File: config.mk
export PLATFORM = sky130hd
export DESIGN_NAME = iol_cell
export DESIGN_NICKNAME = d
export VERILOG_FILES = /design/src/rtl/iol_pkg.sv /design/src/rtl/iol_cell.sv
export SDC_FILE = /design/constraint.sdc
export NUM_CORES = 1
export LEC_CHECK = 0
export ABC_AREA = 1
export CAP_MARGIN = 20
export CORE_MARGIN = 3
export CORE_UTILIZATION = 51
export CTS_BUF_LIST = sky130_fd_sc_hd__clkbuf_4 sky130_fd_sc_hd__clkbuf_8
export DETAILED_ROUTE_END_ITERATION = 8
export DONT_BUFFER_PORTS = 1
export PLACE_DENSITY = 0.66
export SYNTH_ARGS = -nofsm -noshare
export SYNTH_HDL_FRONTEND = slang
export SYNTH_SLANG_ARGS = --single-unit
export TNS_END_PERCENT = 100
File: constraint.sdc
create_clock -name clk -period 4.65 [get_ports clk]
set_input_delay 1.395 -clock clk [delete_from_list [all_inputs] [get_ports clk]]
set_output_delay 1.395 -clock clk [all_outputs]
set_load 0.05 [all_outputs]
File: src/rtl/iol_pkg.sv
`timescale 1ns / 1ps
`default_nettype none

package iol_pkg;

  localparam int CAPACITY = 64;
  localparam int ELEM_W   = 32;
  localparam int IDX_W    = $clog2(CAPACITY);
  localparam int CNT_W    = $clog2(CAPACITY + 1);
  localparam int POS_W    = 7;
  localparam int CMP_W    = (POS_W > CNT_W) ? POS_W : CNT_W;

  typedef enum logic [2:0] {
    CMD_INSERT = 3'd0,
    CMD_REMOVE = 3'd1,
    CMD_READ   = 3'd2,
    CMD_WRITE  = 3'd3,
    CMD_FIND   = 3'd4,
    CMD_CLEAR  = 3'd5
  } cmd_t;

  typedef enum logic [1:0] {
    ST_OK    = 2'd0,
    ST_RANGE = 2'd1,
    ST_FULL  = 2'd2
  } status_t;

  // broadcast to every cell
  typedef struct packed {
    logic               ins_en;
    logic               rem_en;
    logic               wr_en;
    logic [CMP_W-1:0]   pos;
    logic [CMP_W-1:0]   count;
    logic [ELEM_W-1:0]  elem;
  } cell_ctl_t;

endpackage

`default_nettype wire

File: src/rtl/iol_cell.sv
`timescale 1ns / 1ps
`default_nettype none

module iol_cell (
  input  wire logic                       clk,
  input  wire logic [iol_pkg::IDX_W-1:0]  idx,
  input  wire iol_pkg::cell_ctl_t         ctl,
  input  wire logic [iol_pkg::ELEM_W-1:0] prev_word,
  input  wire logic [iol_pkg::ELEM_W-1:0] next_word,
  output      logic [iol_pkg::ELEM_W-1:0] word,
  output      logic                       hit,
  output      logic                       sel
);
  import iol_pkg::*;

  logic [CMP_W-1:0] my_pos;

  assign my_pos = CMP_W'(idx);
  assign sel    = (my_pos == ctl.pos);
  assign hit    = (word == ctl.elem) && (my_pos < ctl.count);

  always_ff @(posedge clk) begin
    if (ctl.ins_en) begin
      if (my_pos > ctl.pos) begin
        word <= prev_word;
      end else if (sel) begin
        word <= ctl.elem;
      end
    end else if (ctl.rem_en) begin
      if (my_pos >= ctl.pos) begin
        word <= next_word;
      end
    end else if (ctl.wr_en && sel) begin
      word <= ctl.elem;
    end
  end

endmodule

`default_nettype wire

==> out/results.ini <==
[final_layout]
postLayoutCoreUtil_pct=57.22
antennaDiodeCount=0
areaGrowthSynthToFinish_pct=4.051
fin_nets=558
max_flop_register=word
final_area_um2=3053
instances_no_fill=497
reg_top3=word (32)
drive_gt1_share_pct=4.684
largest_register_ffs=32

[timing]
hold_violations=0
period_minus_slack_ns=3.856
worstMarginPinSlew_ns=0.8204
timing.final.max_slew_violations=0
max_freq_mhz=259.3
setup_tns_ns=0
holdWs_ns=1.314
setup_ws_ns=0.7939
rsz0062_at_grt=no
setup-violations-final=0
post-route-period-util_pct=82.93
slew_headroom_pct=45.25

[synth]
synth_xor_area_share_pct=3.881
yosys.area_share.adder_pct=4.691
syn_nets=564
yosysTopAreaCellShare_pct=32.75
yosysMostFrequentCell=nand2_1
ys_seq_elements=32
ys_seq_area_share_pct=32.75
netlist_area_um2=2934
syn_area_per_cell_um2=6.776
synth_compound_area_share_pct=11.98
synth-simple-area-share_pct=31.04
async_flop_share_pct=0
synth_top_family_by_area=simple AND/OR/NAND/NOR gates
yosys.cell_types.count=21
synth_top_cell_by_area=edfxtp_1
ys_warn_count=0
synth_area_leaders=edfxtp_1 (33%), nand2_1 (14%), inv_1 (12%), nand3_1 (11%), a22oi_1 (8.2%)
synth_common_cells=nand2_1 (112), inv_1 (94), nand3_1 (67)
syn_inst=433
synth_edf_count=32
synth-main-ff-cell=edfxtp_1
muxShareOfSynthArea_pct=0

[place]
dp.cells=490
place_ws_ns=0.7946
io_buffers=0
place_congestion=0.8870
hpwl_mm=6.152
placed_area_um2=2977

[worst_setup_path]
slowest_delay_ns=0.27
cp.required_ns=3.25
critical_path_peak_fanout=2
startpoint=ctl[36]
cp-end-kind=output pin
cp-start-kind=input port
criticalPathCategory=in -> out
crit_arrival_ns=2.46
path_cells=inv_1 -> ha_1 -> nand2_1 -> inv_1 -> o21bai_1 -> nand2_1 -> nor2_1 -> nand3_1 -> nor2_1 -> buf_4
cp_slowest_cell=ha_1

[pwr]
swShare_pct=40.35
power_uw=902.3
cell_internal_pwr_uw=538.2
net-switching-power_uw=364.1
peakVddDrop_mv=0.1625
p_comb_share_pct=21.6
pwr_density_cell_nw_per_um2=295.5
clockPowerShare_pct=22.5
p_leak_nw=1.591
pwr-share-seq_pct=55.9

[route]
viasPerCell=5.543
drc=0
vias=2755
drtPass1Iterations=4
wl_per_cell_um=16.59
drt_iter0_markers=152
wirelength_mm=8.243
antenna_left=0

[cts]
h-tree-depth=2
postCtsSetupBuffers=0
clk_pin_slew_ns=0.07
cts_buffers=5
cts_buffer_depth=2
cts-hold-fix-buffers=0
cts_tree=built
cts_resized=0
clkSinkCount=32
cts-root-buf=clkbuf_8

[grt]
grt_pass1_wl_mm=12.43
grt_pass1_vias=2589
grt_max_degree=35
antenna_found_initial=0
grt-ovfl-total=0
grt_use_total_pct=24.44

[hold_path]
hold_class=in -> reg
min_from=next_word[8]

[status]
status=complete, no violations

[floorplanning]
fp-row-count=26
initial_core_util_pct=55.00
coreArea_um2=5335
die_w_um=81.85
die_h_um=81.85
die_area_um2=6699
ios=154

[flow_run]
cap_violations=0

## power by group through the flow
stage	Combinational, mW	Sequential, mW	Clock [mW]
4_1_cts	0.197	0.505	0.208
5_1_grt	0.228	0.509	0.218
2_1_floorplan	0.166	0.502	0
3_3_place_gp	0.192	0.509	0
3_5_place_dp	0.196	0.510	0
6_report	0.195	0.504	0.203
## path summary, 6_finish.rpt
path                       to  cells after the start
worst min-delay path  word[8]                      2
worst max-delay path      hit                     10
## area by class of cell
type                            instances  area (um^2)
Clock inverter                          2        7.507
Clock buffer                            5        68.82
Sequential cell                        32        960.9
Fill cell                             578         2282
Tap cell                               70        87.58
Multi-Input combinational cell        288         1530
Inverter                               94        352.8
Timing Repair Buffer                    6        45.04
## critical path, delay by kind of cell
kind	cells	cell delay, ns
AO/OA/AOI/OAI	1	0.11
adder cells (fa/ha/maj)	1	0.27
buffers and inverters	3	0.25
AND/OR/NAND/NOR	5	0.43
## routing by layer
metal	vias to the layer above	global-route usage, %	wire, um
li1	1371	-	-
met1	1250	30.65	3340
met2	126	41.20	3920
met3	8	7.675	896
met4	0	5.150	85
met5	-	0	0
## cell usage in the layout, fill, tap and decap left out, types with 3 or more instances in the layout
cell type	netlist	final
a22oi_1	32	32
buf_4	0	6
clkbuf_8	0	5
edfxtp_1	32	32
ha_1	11	11
inv_1	94	94
nand2_1	112	112
nand3_1	67	67
nor2_1	26	24
o21ai_0	16	16
xnor2_1	10	10
xor2_1	3	3
## logic make-up (layout without fill, tap and decap cells)
kind of cell | count (synthesis) | after routing
fa+ha+maj | 11 | 11
buf+inv | 113 | 107
simple gates | 211 | 211
flops | 32 | 32
compound gates | 53 | 53
xor+xnor | 13 | 13
(Power assumes the default switching activity.)
