## config.mk

```make
export PLATFORM = sky130hd
export DESIGN_NAME = iol_first_hit
export DESIGN_NICKNAME = d
export VERILOG_FILES = /design/src/rtl/iol_pkg.sv /design/src/rtl/iol_first_hit.sv
export SDC_FILE = /design/constraint.sdc
export NUM_CORES = 1
export LEC_CHECK = 0
export BUFFER_PORTS_ARGS = -buffer_cell sky130_fd_sc_hd__buf_2
export CORE_MARGIN = 1
export CORE_UTILIZATION = 35
export DETAILED_ROUTE_END_ITERATION = 12
export GPL_TIMING_DRIVEN = 0
export PLACE_DENSITY = 0.8
export RECOVER_POWER = 25
export SLEW_MARGIN = 10
export SYNTH_ARGS = -nofsm -noshare
export SYNTH_HDL_FRONTEND = slang
export SYNTH_SLANG_ARGS = --single-unit
```

## constraint.sdc

```tcl
create_clock -name vclk -period 1.86
set_clock_uncertainty 0.15 [all_clocks]
set_input_delay 0.372 -clock vclk [all_inputs]
set_output_delay 0.372 -clock vclk [all_outputs]
set_load 0.05 [all_outputs]
```

## src/rtl/iol_pkg.sv

```systemverilog
`timescale 1ns / 1ps
`default_nettype none

package iol_pkg;

  localparam int CAPACITY = 64;
  localparam int ELEM_W   = 32;
  localparam int IDX_W    = $clog2(CAPACITY);
  localparam int CNT_W    = $clog2(CAPACITY + 1);
  localparam int POS_W    = 7;
  localparam int CMP_W    = (POS_W > CNT_W) ? POS_W : CNT_W;

  typedef enum logic [2:0] {
    CMD_INSERT = 3'd0,
    CMD_REMOVE = 3'd1,
    CMD_READ   = 3'd2,
    CMD_WRITE  = 3'd3,
    CMD_FIND   = 3'd4,
    CMD_CLEAR  = 3'd5
  } cmd_t;

  typedef enum logic [1:0] {
    ST_OK    = 2'd0,
    ST_RANGE = 2'd1,
    ST_FULL  = 2'd2
  } status_t;

  // broadcast to every cell
  typedef struct packed {
    logic               ins_en;
    logic               rem_en;
    logic               wr_en;
    logic [CMP_W-1:0]   pos;
    logic [CMP_W-1:0]   count;
    logic [ELEM_W-1:0]  elem;
  } cell_ctl_t;

endpackage

`default_nettype wire

```

## src/rtl/iol_first_hit.sv

```systemverilog
`timescale 1ns / 1ps
`default_nettype none

module iol_first_hit (
  input  wire logic [iol_pkg::CAPACITY-1:0] hits,
  output      logic                         found,
  output      logic [iol_pkg::IDX_W-1:0]    index
);
  import iol_pkg::*;

  always_comb begin
    found = 1'b0;
    index = '0;
    for (int i = CAPACITY - 1; i >= 0; i--) begin
      if (hits[i]) begin
        found = 1'b1;
        index = IDX_W'(i);
      end
    end
  end

endmodule

`default_nettype wire

```

==> key figures <==
Run status
  – Status: finished, violations left
  – Violated checks: negative setup slack

Cells and area
  – Register area: 0 um^2
  – Cell area after layout: 1550 um^2
  – Diode count: 0
  – Area added between synthesis and finish: 103%
  – Post-route insts no fill: ~240
  – Final nets: 281
  – Clkbuf count: 0
  – FFs & Latches: 0
  – Share of cells above drive strength 1: 52.6%

Placement
  – Port Buf Inserts: 71
  – Routability-driven placement congestion ratio: 0.942
  – Dpl ws: -704 ps
  – Placed Area: 1280 um^2
  – Inst Count DP: 238
  – Hpwl dp: approximately 2400 um

STA
  – Worst-margin pin slew: 499 ps
  – Final setup margin: -598 ps
  – RSZ-0062 raised after global routing: yes
  – Max Clk Rate: roughly 400 MHz
  – WHS: 1050 ps
  – Hold violation total from the final report: 0
  – Final TNS setup: -3370 ps
  – Slew HR: roughly two thirds
  – # setup viols final: 7
  – Min Tclk post-route: 2460 ps
  – Max-slew violation count: 0
  – Tcrit/Tclk final: 132%

Worst setup path
  – Crit-path max FO: 2
  – CP peak stage delay: 540 ps
  – CP Launch Type: input pin
  – CP arrival: between 1500 and 2000 ps
  – CP required: 1340 ps
  – CP Capture Type: output pin
  – CP Cell Sequence: buf_6, or4_4, o21ai_2, a21oi_2, o21ai_2, o2111ai_2, a21boi_4, buf_6
  – Worst Setup Path Type: input pin to output pin
  – CP max stage cell: or4_4

Synth
  – Avg Synthesized Cell Area: 5.45 um^2
  – Xor/xnor share of the synthesized area: 0%
  – YS warnings: 0
  – Synth Area in Adders: 0%
  – Post-synthesis simple-gate area fraction: between 50% and 60%
  – Mapped Nets: a little over 200
  – Post-Syn Area: about 760 um^2
  – Mux contribution to synthesized area: 0%
  – Synth Area in Compound Gates: 39.0%
  – Cells after Synth: between 100 and 150
  – Register area share after synthesis: 0%
  – Largest family of logic cells by synthesized area: simple AND/OR/NAND/NOR gates
  – Post-synth cell types: 34

Power and ir drop
  – Reg power frac: 0%
  – Sw Ratio: 55.7%
  – P_int: 0.000119 W
  – P_sw: 0.000149 W
  – VDD IR max: 117 uV
  – Clock share of power: 0%
  – Leakage: about 0.63 nW
  – PwrDens: 172 nW/um^2
  – Logic pwr share: 100.0%

Routing
  – Final wirelength: approximately 3300 um
  – Vias: between 1k and 1.5k
  – Antenna Nets Post-Route: 0
  – Initial DRC Count: 37
  – DRC viols: 0
  – Routed len/inst: roughly 14 um
  – DR vias/cell: about 5.9
  – TritonRoute pass-1 iters: 4

GRT
  – Global-route wire length before repair: 5060 um
  – Vias in the first global route: ~1.3k
  – GRT Util Overall: 25.1%
  – Antenna violations before repair: 0
  – Total gr overflow: 0
  – Largest net degree at the start of global routing: 6

Floorplanning
  – Total core area: 2000 um^2
  – Site Rows: 16
  – DIE HEIGHT: 48.7 um
  – Initial core utilization: 38.1%
  – Ports: 71
  – Total die area: 2370 um^2
  – Die X: 48.7 um

Run
  – Max Cap Viol: 0

Hold path
  – Min-delay worst type: input pin to output pin

Clock tree
  – Cts hold-fix bufs: 0
[layout make-up]
class,count,area (um^2)
inverters,12,45.0
well taps,27,33.8
repair buffers,75,499
fillers,154,449
multi-input cells,128,975
[worst max-delay path, delay by kind of cell]
family,cells,cell delay (ps)
AO/OA/AOI/OAI,5,750
AND/OR/NAND/NOR,1,540
buffers and inverters,2,270
[synth_stat cells (all sizes together) (2+ instances only)]
library cell  count  area [um^2]
a2111oi           2         18.8
a21oi            13         65.1
a311oi            2         17.5
a31oi             2         12.5
and3              2         12.5
inv              12         45.0
nand2             8         30.0
nand3             4         20.0
nand4             2         12.5
nor2             30          115
nor2b             3         18.8
nor3             11         55.1
nor4             15         93.8
o211ai            2         15.0
o21ai            12         60.1
o311ai            2         17.5
o31ai             2         15.0
or4               4         41.3
[cell families after synthesis]
family | Yosys count
AO/OA/AOI/OAI | 46
AND/OR/NAND/NOR | 82
buffers and inverters | 12
[per-stage QoR]
step	total power, W	utilization, %
floorplan	0.0000880	-
global placement	0.000206	63.9
detailed placement	0.000213	63.9
CTS	0.000232	70.3
global route	0.000289	77.6
finish	0.000268	77.6
[power groups by stage]
stage | Sequential [W] | Combinational, W | Clock, W
floorplan | 0 | 0.0000880 | 0
global placement | 0 | 0.000206 | 0
detailed placement | 0 | 0.000213 | 0
CTS | 0 | 0.000232 | 0
global route | 0 | 0.000289 | 0
finish | 0 | 0.000268 | 0
[final timing paths]
check	startpoint	endpoint	slack, ps	cells past startpoint
worst min-delay path	hits[1]	index[2]	1050	4
worst max-delay path	hits[57]	index[2]	-600	8
[cells in the final DEF (no fill, tap or decap), types with 3 or more instances in the layout]
cell,instances
nor4_1,9
o21ai_0,8
nor4_2,3
a21oi_1,10
nor4_4,3
nor2_1,24
buf_6,11
inv_1,12
or4_4,4
nor2_4,4
nor3_1,10
buf_8,4
o21ai_2,3
buf_2,54
nand2_1,7
buf_4,6
[repair_timing]
| item | in CTS | in global routing |
|---|---|---|
| pin swaps | 10 | 17 |
| setup buffers | 2 | 2 |
| endpoints found under the hold margin | 0 | 0 |
| endpoints found under the setup margin | 7 | 7 |
| gates resized for setup | 25 | 26 |
[layer usage]
layer | global-route usage, % | vias up | part of all wire, % | wire [um]
met4 | 1.96 | 0 | 1.5 | 50
met1 | 30.5 | 643 | 40 | 1330
met3 | 1.26 | 6 | 7.6 | 251
met5 | 0 | - | 0 | 0
met2 | 49.3 | 74 | 50 | 1660
li1 | - | 702 | - | -
(Power assumes the default switching activity.)
